===== src/hdl/mttd_pkg.sv =====
`timescale 1ns / 1ps
// ----------------------------------------------------------------------------
// mttd_pkg
// Shared sizes, byte codes, types and states for the Morse token decoder.
// ----------------------------------------------------------------------------
package mttd_pkg;

  // Sizes
  localparam int MAX_ENTRIES   = 64;
  localparam int MAX_CODE_LEN  = 12;
  localparam int MAX_TOKEN_LEN = 14;
  localparam int QUEUE_DEPTH   = 2;

  localparam int ENTRY_AW  = (MAX_ENTRIES > 1) ? $clog2(MAX_ENTRIES) : 1;
  localparam int COUNT_W   = $clog2(MAX_ENTRIES + 1);
  localparam int CLEN_W    = $clog2(MAX_CODE_LEN + 1);
  localparam int TLEN_W    = $clog2(MAX_TOKEN_LEN + 1);
  localparam int CIDX_W    = (MAX_CODE_LEN > 1) ? $clog2(MAX_CODE_LEN) : 1;
  localparam int TIDX_W    = (MAX_TOKEN_LEN > 1) ? $clog2(MAX_TOKEN_LEN) : 1;
  localparam int CMP_N     = (MAX_CODE_LEN < MAX_TOKEN_LEN) ? MAX_CODE_LEN : MAX_TOKEN_LEN;
  localparam int LEN_CMP_W = (CLEN_W > TLEN_W) ? CLEN_W : TLEN_W;
  localparam int Q_AW      = (QUEUE_DEPTH > 1) ? $clog2(QUEUE_DEPTH) : 1;
  localparam int Q_CNT_W   = $clog2(QUEUE_DEPTH + 1);

  // Byte codes
  localparam logic [7:0] SLASH_BYTE   = 8'h2F;
  localparam logic [7:0] SPACE_BYTE   = 8'h20;
  localparam logic [7:0] NEWLINE_BYTE = 8'h0A;
  localparam logic [7:0] TAB_BYTE     = 8'h09;
  localparam logic [7:0] CR_BYTE      = 8'h0D;

  // Item kinds
  localparam logic KIND_TABLE   = 1'b0;
  localparam logic KIND_MESSAGE = 1'b1;

  // One table entry as stored in the table RAM
  typedef struct packed {
    logic [7:0]                   letter;
    logic [CLEN_W-1:0]            len;
    logic [MAX_CODE_LEN-1:0][7:0] code;
  } row_t;

  localparam int ROW_W = $bits(row_t);

  // Table RAM write request from the front
  typedef struct packed {
    logic                we;
    logic [ENTRY_AW-1:0] addr;
    row_t                row;
  } tbl_wr_t;

  // Finished token waiting for lookup
  typedef struct packed {
    logic [MAX_TOKEN_LEN-1:0][7:0] chars;
    logic [TLEN_W-1:0]             len;
    logic                          ovf;
  } job_t;

  // Position inside a table line
  typedef enum logic [1:0] {
    LP_LETTER,
    LP_SKIP,
    LP_CODE
  } line_pos_t;

  // Lookup engine states
  typedef enum logic [1:0] {
    ST_IDLE,
    ST_SCAN,
    ST_EMIT
  } back_state_t;

endpackage


===== src/hdl/mttd_queue.sv =====
`timescale 1ns / 1ps
// ----------------------------------------------------------------------------
// mttd_queue
// Small FIFO of finished tokens between the front and the lookup engine.
// ----------------------------------------------------------------------------
module mttd_queue (
  input  logic           clk,
  input  logic           rst,
  input  logic           push,
  input  mttd_pkg::job_t push_job,
  input  logic           pop,
  output mttd_pkg::job_t head,
  output logic           empty,
  output logic           full
);

  import mttd_pkg::*;

  job_t               slots [QUEUE_DEPTH];
  logic [Q_AW-1:0]    wr_ptr, rd_ptr;
  logic [Q_CNT_W-1:0] fill;

  assign empty = (fill == '0);
  assign full  = (fill == Q_CNT_W'(QUEUE_DEPTH));
  assign head  = slots[rd_ptr];

  // Pointers and fill level
  always_ff @(posedge clk) begin
    if (rst) begin
      wr_ptr <= '0;
      rd_ptr <= '0;
      fill   <= '0;
    end else begin
      if (push) begin
        wr_ptr <= (wr_ptr == Q_AW'(QUEUE_DEPTH - 1)) ? '0 : wr_ptr + Q_AW'(1);
      end
      if (pop) begin
        rd_ptr <= (rd_ptr == Q_AW'(QUEUE_DEPTH - 1)) ? '0 : rd_ptr + Q_AW'(1);
      end
      if (push && !pop) begin
        fill <= fill + Q_CNT_W'(1);
      end else if (pop && !push) begin
        fill <= fill - Q_CNT_W'(1);
      end
    end
  end

  // Storage
  always_ff @(posedge clk) begin
    if (push) begin
      slots[wr_ptr] <= push_job;
    end
  end

endmodule


===== config.mk =====
export PLATFORM = sky130hd
export DESIGN_NAME = mttd_queue
export DESIGN_NICKNAME = d
export VERILOG_FILES = /design/src/hdl/mttd_pkg.sv /design/src/hdl/mttd_queue.sv
export SDC_FILE = /design/constraint.sdc
export NUM_CORES = 1
export LEC_CHECK = 0
export ABC_AREA = 0
export BUFFER_PORTS_ARGS = -buffer_cell sky130_fd_sc_hd__buf_2
export CORE_MARGIN = 3
export CORE_UTILIZATION = 52
export CTS_CLUSTER_DIAMETER = 50
export DETAILED_ROUTE_END_ITERATION = 7
export GPL_ROUTABILITY_DRIVEN = 0
export PLACE_DENSITY = 0.79
export SLEW_MARGIN = 15
export SYNTH_ARGS = -nofsm -noshare
export SYNTH_HDL_FRONTEND = slang
export SYNTH_SLANG_ARGS = --single-unit

===== constraint.sdc =====
create_clock -name clk -period 7.7 [get_ports clk]
set_input_delay 0.77 -clock clk [delete_from_list [all_inputs] [get_ports clk]]
set_output_delay 0.77 -clock clk [all_outputs]
set_load 0.01 [all_outputs]

## Word level (Yosys, flattened, before mapping)

Memories as Yosys holds them, arrays and structs flattened. A register that Yosys moved wholly into a read port is not among the register bits.
Cells that the tools add are included.

| operators by class | value |
|---|---|
| add/sub/neg operators | 4 |
| equal/unequal tests | 1 |
| multiplexer cells | 8 |
| reduce and logical (&&, ||, !) cells | 6 |

Operator list:

| cell | number |
|---|---|
| 2-to-1 mux 1 bit | 6 |
| 2-to-1 mux 2 bit | 2 |
| adder 1 bit (second input constant) | 2 |
| adder 2 x 1 -> 2 bit (second input constant) | 1 |
| == test 2 bit (second input constant) | 1 |
| logical AND 1 bit | 2 |
| zero test 1 bit | 2 |
| zero test 2 bit | 1 |
| nonzero test 2 bit | 1 |
| subtractor 2 x 1 -> 2 bit (second input constant) | 1 |

| word-level totals | value |
|---|---|
| register bits after elaboration | 4 |
| RAM bits | 234 |
| input port bits | 121 |
| output and inout port bits | 119 |
| word-level logic and storage cells | 23 |
| memories kept | 1 |

Memory list:

| memory | words | bits a word | read ports | clocked after Yosys merged registers in | write ports | RTL line | text |
|---|---|---|---|---|---|---|---|
| slots | 2 | 117 | 1 | 1 | 1 | mttd_queue.sv:19 | `job_t slots [QUEUE_DEPTH];` |

## Logic depth before layout (Yosys ltp)

Gate-level depths: netlist (run 1).

| logic depth | value |
|---|---|
| depth after elaboration | 4 |
| gate-level depth with buffers | 5 |
| gate-level depth less buffers | 5 |

## Worst setup path after synthesis (run 1)

Ideal clock, no wire load.

| timing | value |
|---|---|
| path type | input to register |
| start | input push |
| end | memory slots[0][0] in the netlist's numbering (enable) |
| library setup time | 608 ps |
| data arrival time | 5848 ps |
| data required time | 7092 ps |
| path slack | 1243 ps |
| stages | 1 |
| buffers on the path | 0 |
| cells stage by stage | nor2b_1 |

| on the way | value |
|---|---|
| longest elaborated chain between the ends | 2 |

Ends and longest elaborated chain:

| what | RTL line | text |
|---|---|---|
| start: declaration | mttd_queue.sv:9 | `input logic push,` |
| 2-to-1 mux 1 bit | mttd_queue.sv:50 | `if (push) begin` |
| 2-to-1 mux 1 bit (not written as such) | mttd_queue.sv:51 | `slots[wr_ptr] <= push_job;` |
| end: declaration | mttd_queue.sv:19 |  |

Every way passes these cells.

==> out/metrics.cfg, run 1 <==
[synth]
ys_warn_count = 0
syn_area_sq_mm = 0.00876
ys_ff_latch = 239
yosysTopAreaCell = edfxtp_1
synth_area_leaders = edfxtp_1 (80%), mux2_2 (11%), mux2_4 (5.1%)
syn_nets = 508
synth_cell_types = 16
netlist_instances = 386
syn_area_per_cell_sq_um = 22.7
yosysSeqAreaShare_pct = 81.4
synth_top_area_share_pct = 80.2

[die]
dieArea_sq_mm = 0.0184
std_cell_rows = 46
die_x_microns = 136
core_sq_mm = 0.0162
die_h_microns = 136
pin_count = 240
start_util_pct = 54.2

[job]
cap_violations = 0

[global_routing]
grt_antenna_before_repair = 1
grt_usage_pct = 17.5
grt_start_max_net_pins = 65
grt_pass1_vias = 4772
grt_pass1_wl_mm = 25.0
grt_overflow = 0

[power_and_ir_drop]
power.leakage_nw = 4.24
p_sw_mw = 0.648
power_frac_seq_pct = 49.7
comb_power_share_pct = 9.8
internal-power_mw = 2.48
p_clk_share_pct = 40.5
peakVddDrop_uv = 210
swShare_pct = 20.7
p_per_area_mw_per_mm2 = 282

[drt]
drt_iter0_drc = 215
drtPass1Iterations = 4
viasPerCell = 4.98
avgRoutedWirePerCell_microns = 19.2
wirelength_mm = 16.9
ant_nets = 0
drc_errors = 0
vias = 4371

[clocking]
cts_setup_buffers = 0
cts_hold_buf = 0
cts.sinks = 239
cts_resized = 0
cts-root-buf = clkbuf_16
clkLatencyLatePin_ns = 0.50
clk_pin_slew_worst_paths_ns = 0.07
clk_path_buf_depth = 3
tritoncts = yes
htreeDepth = 1
cts_buffers = 25

[timing]
finalCriticalPeriod_ns = 3.62
hold_viol = 0
rsz0062_at_grt = false
finalCritPeriodShare_pct = 47.1
report.final.slew_viol_count = 0
clock_skew_ns = 0.0184
max_freq_ghz = 0.276
setup_tns_ns = 0
finalSetupViolCount = 0
slew_headroom_pct = 40.7
tightestPinTransition_ns = 0.889

[critical_path]
arrival_ns = 2.85
crit_path_max_fanout = 63
cp_data_required_time_ns = 6.93
start_kind = flip-flop
critical_path_class = flip-flop to output port
r2r_slack_ns = 5.38
cp-end-kind = output port

[place]
portBuffers = 239
hpwl_mm = 11.2

[finish]
utilization_pct = 68.4
area_growth_syn_to_layout_pct = 26.4
drive_gt1_share_pct = 60.9
fin_nets = 765

[hold_path]
hold_class = input pin to flip-flop

[run_status]
outcome = finished clean

-- power by group through the flow --
stage | combinational [mW] | clock, mW | sequential, mW
5_1_grt | 0.332 | 1.34 | 1.56
3_3_place_gp | 0.303 | 0 | 1.58
6_report | 0.307 | 1.26 | 1.55
3_5_place_dp | 0.312 | 0 | 1.58
4_1_cts | 0.313 | 1.29 | 1.55
2_1_floorplan | 0.191 | 0 | 1.57
-- metrics by stage --
| stage | setup WS (ns) | hold WS (ns) | power (mW) | cells | cell area (sq um) |
|---|---|---|---|---|---|
| 6_report | 4.08 | 0.453 | 3.12 | 877 | 11100 |
| 3_3_place_gp | 4.60 | 0.479 | 1.88 | 832 | 10200 |
| 2_1_floorplan | 1.24 | 0.461 | 1.76 | 386 | 8760 |
| 5_1_grt | 3.93 | 0.431 | 3.24 | 876 | 11100 |
| 3_5_place_dp | 4.53 | 0.518 | 1.89 | 832 | 10200 |
| 4_1_cts | 4.04 | 0.436 | 3.16 | 876 | 11100 |
-- routing by layer --
metal	part of all wire (%)	GRT usage, %
met5	0.077	0
met4	2.2	4.87
met3	9.3	5.42
met2	51	31.3
met1	37	20.3
-- cell usage after synthesis --
master and number:
o21ai_0 1, buf_2 8, mux2_2 87, inv_1 1
xor2_1 2, and2_1 1, nor2b_1 2, buf_6 5
xnor2_1 2, ha_1 1, edfxtp_1 234, mux2_4 30
or3_1 1, dfxtp_1 5, nor2_1 5, a21oi_1 1
-- placed cells by master (no fill, tap or decap), drive strengths merged --
cell	netlist	final
dfxtp	5	5
or3	1	1
xor2	2	2
clkinv	0	10
edfxtp	234	234
buf	13	243
inv	1	1
bufinv	0	6
o21ai	1	1
and2	1	1
mux2	117	117
nor2	5	5
clkbuf	0	28
xnor2	2	2
diode	0	1
a21oi	1	1
ha	1	1
nor2b	2	2
-- logic make-up (layout without fill, tap and decap cells) --
group | Yosys count | in the layout | share of synthesized area (%)
multiplexers | 117 | 117 | 16.3
adder cells (fa/ha/maj) | 1 | 1 | 0.143
AND/OR/NAND/NOR | 9 | 9 | 0.500
AO/OA/AOI/OAI | 2 | 2 | 0.114
flip-flops | 239 | 239 | 81.4
buffers and inverters | 14 | 288 | 1.14
other | 0 | 1 | 0
XOR/XNOR | 4 | 4 | 0.400
-- layout make-up --
cell class	count	area, sq um
Timing Repair Buffer	243	1230
Sequential cell	239	7130
Antenna cell	1	2.50
Clock inverter	16	245
Tap cell	216	270
Clock buffer	28	647
Inverter	1	3.75
Fill cell	1049	5110
Multi-Input combinational cell	133	1540
-- path summary, 6_finish.rpt --
| kind | from | end | depth (start not counted) |
|---|---|---|---|
| setup / recovery | flip-flop | head[15] | 3 |
| hold / removal | push_job[38] | slots[0][38]$_DFFE_PP_ | 1 |
| setup reg to reg | wr_ptr$_SDFFE_PP0P_ | slots[1][32]$_DFFE_PP_ | 2 |
| hold reg to reg | fill[1]$_SDFFE_PP0P_ | fill[1]$_SDFFE_PP0P_ | 2 |
-- flip-flops by register name, indices dropped and copies added (netlist names), named ones only --
| name | count |
|---|---|
| fill | 2 |
| rd_ptr | 1 |
| slots | 234 |
| wr_ptr | 1 |
-- critical path: stages (launching register included) --
cell	delay [ns]
dfxtp_4	0.89
buf_4	0.82
mux2_2	0.43
buf_2	0.15
Note: power is estimated with default switching activity, not from simulation.
==> run 2: changes to the inputs <==
Settings changed: ABC_AREA 0 to 1.
Clock period 7.7 ns to 3.61 ns, I/O delays scaled along.
==> out/metrics.cfg, run 2 <==
[run_status]
outcome = finished clean  ; unchanged

[clocking]
cts_resized = 0  ; unchanged
clk_path_buf_depth = 3  ; unchanged
cts-root-buf = clkbuf_16  ; unchanged
htreeDepth = 1  ; unchanged
cts_hold_buf = 0  ; unchanged
cts_setup_buffers = 0  ; unchanged
clkLatencyLatePin_ns = 0.52  ; was 0.50 ns
cts.sinks = 239  ; unchanged
cts_buffers = 26  ; was 25
tritoncts = yes  ; unchanged
clk_pin_slew_worst_paths_ns = 0.06  ; was 0.07 ns

[timing]
hold_viol = 0  ; unchanged
rsz0062_at_grt = false  ; unchanged
setup_tns_ns = 0  ; unchanged
finalCriticalPeriod_ns = 2.75
slew_headroom_pct = 42.7  ; was 40.7%
finalCritPeriodShare_pct = 76.1
tightestPinTransition_ns = 0.859  ; was 0.889 ns
finalSetupViolCount = 0  ; unchanged
max_freq_ghz = 0.364
report.final.slew_viol_count = 0  ; unchanged
whs_ns = 0.0283  ; was 0.453 ns
clock_skew_ns = 0.0257  ; was 0.0184 ns

[synth]
synthTopCellsByCount = edfxtp_1 (234), mux2_2 (87), mux2_4 (30), inv_1 (9), buf_2 (8)  ; was edfxtp_1 (234), mux2_2 (87), mux2_4 (30), buf_2 (8)
ys_ff_latch = 239  ; unchanged
synth_top_family_by_area = multiplexers  ; unchanged
synth.most_common_cell = edfxtp_1  ; unchanged
yosysTopAreaCell = edfxtp_1  ; unchanged
synth_cell_types = 16  ; unchanged
synth_compound_area_share_pct = 0.114  ; about the same
synth_top_area_share_pct = 80.0  ; was 80.2%
synth_xor_area_share_pct = 0.0998  ; was 0.400%
synth_area_leaders = edfxtp_1 (80%), mux2_2 (11%), mux2_4 (5.1%)  ; unchanged
netlist_instances = 397  ; was 386
syn_area_per_cell_sq_um = 22.1  ; was 22.7 sq um
yosysSeqAreaShare_pct = 81.2  ; was 81.4%
synthArstFlopShare_pct = 0  ; unchanged
syn_nets = 519  ; was 508
yosys.area_share.simple_pct = 0.698  ; was 0.500%
synth_edf_count = 234  ; unchanged
ys_warn_count = 0  ; unchanged
synth-adder-area-share_pct = 0.143  ; about the same
synth-main-ff-cell = edfxtp_1  ; unchanged
synth_mux_area_share_pct = 16.3  ; about the same
syn_area_sq_mm = 0.00878  ; was 0.00876 sq mm

[critical_path]
cp-end-kind = output port  ; unchanged
critical_path_class = flip-flop to output port  ; unchanged
rr_startpoint = wr_ptr$_SDFFE_PP0P_  ; unchanged
arrival_ns = 2.39  ; was 2.85 ns
cp_data_required_time_ns = 3.25  ; was 6.93 ns
start_kind = flip-flop  ; unchanged
crit_path_max_fanout = 65  ; was 63
rr_worst_depth = 2  ; unchanged

[finish]
area_growth_syn_to_layout_pct = 25.9  ; was 26.4%
final_cell_mix = buf_2 (239), edfxtp_1 (234), mux2_2 (87)  ; unchanged
registers.top_by_ff_count = slots  ; unchanged
design_area_sq_mm = 0.0111  ; about the same
diodes = 0  ; was 1
reg_top3 = slots x234, fill x2  ; unchanged
n_fill_cell = 1084  ; was 1049
fin_nets = 777  ; was 765
drive_gt1_share_pct = 59.3  ; was 60.9%
utilization_pct = 68.1  ; was 68.4%
largest_reg_flops = 234  ; unchanged
mostFrequentLayoutCell = buf_2  ; unchanged

[drt]
viasPerCell = 5.00  ; was 4.98
wirelength_mm = 16.3  ; was 16.9 mm
drt_iter0_drc = 206  ; was 215
ant_nets = 0  ; unchanged
drtPass1Iterations = 6  ; was 4
drc_errors = 0  ; unchanged
avgRoutedWirePerCell_microns = 18.3  ; was 19.2 microns
vias = 4444  ; was 4371

[global_routing]
grt_overflow = 0  ; unchanged
grt_pass1_wl_mm = 24.3  ; was 25.0 mm
grt_antenna_before_repair = 2  ; was 1
grt_start_max_net_pins = 104  ; was 65
grt_usage_pct = 16.8  ; was 17.5%
grt_pass1_vias = 4731  ; was 4772

[power_and_ir_drop]
p_per_area_mw_per_mm2 = 576  ; was 282 mW/mm^2
peakVddDrop_uv = 569  ; was 210 uV
power_mw = 6.36  ; was 3.12 mW
power.leakage_nw = 4.23  ; was 4.24 nW

[place]
portBuffers = 239  ; unchanged
hpwl_mm = 10.9  ; was 11.2 mm
postPlaceCellArea_sq_mm = 0.0102  ; about the same

[die]
std_cell_rows = 46  ; unchanged
dieArea_sq_mm = 0.0185  ; was 0.0184 sq mm
die_x_microns = 136  ; about the same
pin_count = 240  ; unchanged
start_util_pct = 54.1  ; was 54.2%
core_sq_mm = 0.0162  ; about the same
die_h_microns = 136  ; about the same

[job]
cap_violations = 0  ; unchanged

[hold_path]
min_from = push_job[58]  ; was push_job[38]
hold_class = input pin to flip-flop  ; unchanged
min_path_cells = 1  ; unchanged

## run 2: changes by cell type after synthesis, moves of 2 or more
cell,delta
inv_1,+8
nand2_1,+5
nor2_1,+2
nor2b_1,-2
xor2_1,-2
## run 2: critical path, stage by stage (launching register included)
cell     delay [ns]
dfxtp_4        0.90
buf_4          0.41
mux2_2         0.38
buf_2          0.14
## run 2: worst paths after layout
check	slack [ns]	endpoint
setup / recovery	0.86	head[40]
hold / removal	0.03	slots[0][58]$_DFFE_PP_
setup reg to reg	1.89	slots[0][49]$_DFFE_PP_
hold reg to reg	0.52	flip-flop
## run 2: cells by family after synthesis
logic type / Yosys count
multiplexers: 117
XOR/XNOR: 1
flip-flops: 239
buffers and inverters: 22
AO/OA/AOI/OAI: 2
AND/OR/NAND/NOR: 15
adder cells (fa/ha/maj): 1
## run 2: layout make-up
type                    instances  area (sq um)  area share (%)
well taps                     216           270            2.45
clock inverters                14           149            1.35
clock buffers                  32           673            6.09
multi-input cells             136          1530            13.8
inverters                       9          36.3           0.328
repair buffers                243          1260            11.4
flip-flops and latches        239          7130            64.5
## run 2: stage by stage
step                std cells  setup slack, ns
floorplan                 397            0.422
global placement          843             1.39
detailed placement        843             1.36
CTS                       889            0.803
global route              889            0.712
finish                    889            0.864
## run 2: layer usage
layer / wire, microns / vias up / global-route usage (%)
met4: 257 / 4 / 3.47
met2: 8260 / 190 / 30.0
met3: 1560 / 27 / 5.59
met5: 27 / - / 0
met1: 6180 / 2148 / 20.2
li1: - / 2075 / -
## run 2: report_power, final
part	internal, mW	switching [mW]	leakage (nW)	total (mW)
logic	0.310	0.308	1.61	0.618
registers	3.22	0.0637	2.24	3.28
clock network	1.47	0.993	0.388	2.47
==> run 3: changes to the inputs <==
Clock period 3.61 ns to 2.8 ns, I/O delays scaled along.
==> out/metrics.cfg, run 3 (synthesis results as in run 2) <==
[place]
portBuffers = 239  ; unchanged
hpwl_mm = 11.2  ; was 10.9 mm
dp.cells = 845  ; was 843

[global_routing]
grt_pass1_wl_mm = 29.7  ; was 24.3 mm
grt_overflow = 0  ; unchanged
grt_antenna_before_repair = 3  ; was 2
grt_usage_pct = 21.0  ; was 16.8%
grt_start_max_net_pins = 74  ; was 104
grt_pass1_vias = 5496  ; was 4731

[finish]
finalNonFillerCells = 1010  ; was 889
drive_gt1_share_pct = 51.3  ; was 59.3%
reg_top3 = slots x234, fill x2  ; unchanged
fin_nets = 896  ; was 777
largest_reg_flops = 234  ; unchanged
final_cell_mix = buf_2 (239), edfxtp_1 (234), dlygate4sd3_1 (118)  ; was buf_2 (239), edfxtp_1 (234), mux2_2 (87)
n_fill_cell = 897  ; was 1084
registers.top_by_ff_count = slots  ; unchanged
mostFrequentLayoutCell = buf_2  ; unchanged
area_growth_syn_to_layout_pct = 39.6  ; was 25.9%

[timing]
setup_tns_ns = 0  ; unchanged
max_freq_ghz = 0.473
finalSetupViolCount = 0  ; unchanged
rsz0062_at_grt = false  ; unchanged
hold_viol = 0  ; unchanged
report.final.slew_viol_count = 0  ; unchanged
tightestPinTransition_ns = 0.593  ; was 0.859 ns
slew_headroom_pct = 60.5  ; was 42.7%
clock_skew_ns = 0.00584  ; was 0.0257 ns
finalCriticalPeriod_ns = 2.11
finalCritPeriodShare_pct = 75.4

[drt]
wirelength_mm = 19.9  ; was 16.3 mm
avgRoutedWirePerCell_microns = 19.7  ; was 18.3 microns
drc_errors = 0  ; unchanged
vias = 5111  ; was 4444
drtPass1Iterations = 4  ; was 6
drt_iter0_drc = 273  ; was 206
viasPerCell = 5.06  ; was 5.00
ant_nets = 0  ; unchanged

[clocking]
tritoncts = yes  ; unchanged
cts_buffers = 25  ; was 26
clk_path_buf_depth = 3  ; unchanged
cts-root-buf = clkbuf_16  ; unchanged
clkLatencyLatePin_ns = 0.50  ; was 0.52 ns
cts_setup_buffers = 0  ; unchanged
cts.sinks = 239  ; unchanged
clk_pin_slew_worst_paths_ns = 0.06  ; about the same
htreeDepth = 1  ; unchanged

[critical_path]
cp-end-kind = output port  ; unchanged
path_delay_family = buffers and inverters  ; was flip-flops
crit_path_max_fanout = 69  ; was 65
start_kind = flip-flop  ; unchanged
critical_path_class = flip-flop to output port  ; unchanged
slowest_delay_ns = 0.40  ; was 0.90 ns
path_buf_inv = 2  ; unchanged
arrival_ns = 1.83  ; was 2.39 ns
cp_data_required_time_ns = 2.52  ; was 3.25 ns
cp_cell_sequence = buf_12 -> mux2_2 -> buf_2  ; was buf_4 -> mux2_2 -> buf_2
cpMaxStageDelayCell = mux2_2  ; was dfxtp_4

[die]
start_util_pct = 54.1  ; unchanged
die_h_microns = 136  ; unchanged
die_x_microns = 136  ; unchanged
core_sq_mm = 0.0162  ; unchanged
pin_count = 240  ; unchanged
dieArea_sq_mm = 0.0185  ; unchanged
std_cell_rows = 46  ; unchanged

[power_and_ir_drop]
power.leakage_nw = 4.73  ; was 4.23 nW
peakVddDrop_uv = 475  ; was 569 uV
p_per_area_mw_per_mm2 = 682  ; was 576 mW/mm^2

[run_status]
outcome = finished clean  ; unchanged

[job]
cap_violations = 0  ; unchanged

[hold_path]
hold_class = input pin to flip-flop  ; unchanged

[run 3: changes by cell type in the layout (fill, tap and decap cells not counted), sizes merged]
cell         previous run  this run
diode                   0         2
clkbuf                 32        26
dlygate4sd3             0       118
clkinv                  9        10
clkinvlp                3         5
inv                     9        11
buf                   243       245
[run 3: worst register-to-register path: stages, from the launching register on]
cell and delay [ns]:
dfxtp_1 0.35, nand2_1 0.13, clkinvlp_4 0.46, buf_12 0.40
[run 3: repair_timing]
action	CTS	global route
endpoints found under the hold margin	237	0
gates resized for setup	0	0
hold buffers	118	0
[run 3: layout make-up]
class | count | area [sq um] | area share (%)
Sequential cell | 239 | 7130 | 58.2
Timing Repair Buffer | 363 | 2480 | 20.3
Multi-Input combinational cell | 136 | 1530 | 12.5
Clock buffer | 26 | 629 | 5.14
Tap cell | 216 | 270 | 2.21
Clock inverter | 19 | 165 | 1.35
Inverter | 9 | 37.5 | 0.306
Antenna cell | 2 | 5.00 | 0.0408
[run 3: final timing paths]
check,from,slack [ns],endpoint,cells after the start
setup / recovery,flip-flop,0.69,head[20],3
hold / removal,pop,0.09,flip-flop,3
setup reg to reg,wr_ptr$_SDFFE_PP0P_,1.17,slots[1][89]$_DFFE_PP_,3
hold reg to reg,rd_ptr$_SDFFE_PP0P_,0.54,flip-flop,2
[run 3: metrics by stage]
stage                     hold WS [ns]  instance area [sq um]  util (%)  power (mW)  setup WS (ns)
after floorplan                  0.352                   8790         -        4.75          0.251
after global placement           0.468                  10300      63.3        5.08           1.14
after detailed placement         0.471                  10300      63.3        5.13           1.10
after CTS                       0.0640                  12200      75.5        8.40          0.664
after global routing             0.101                  12300      75.5        8.65          0.634
final                           0.0898                  12300      75.5        8.36          0.688
[run 3: per-layer routing]
| metal | track usage, % | part of all wire, % | up-vias | wire (microns) |
|---|---|---|---|---|
| li1 | - | - | 2321 | - |
| met1 | 25.2 | 37 | 2499 | 7410 |
| met2 | 37.7 | 52 | 246 | 10300 |
| met3 | 5.07 | 8.3 | 43 | 1650 |
| met4 | 6.33 | 2.5 | 2 | 488 |
| met5 | 0 | 0.045 | - | 9 |
[run 3: report_power, final]
group / total, mW / internal, mW / switching [mW]
registers: 4.20 / 4.14 / 0.0536
logic: 1.01 / 0.516 / 0.490
clock network: 3.15 / 1.83 / 1.32
total: 8.36 / 6.49 / 1.86
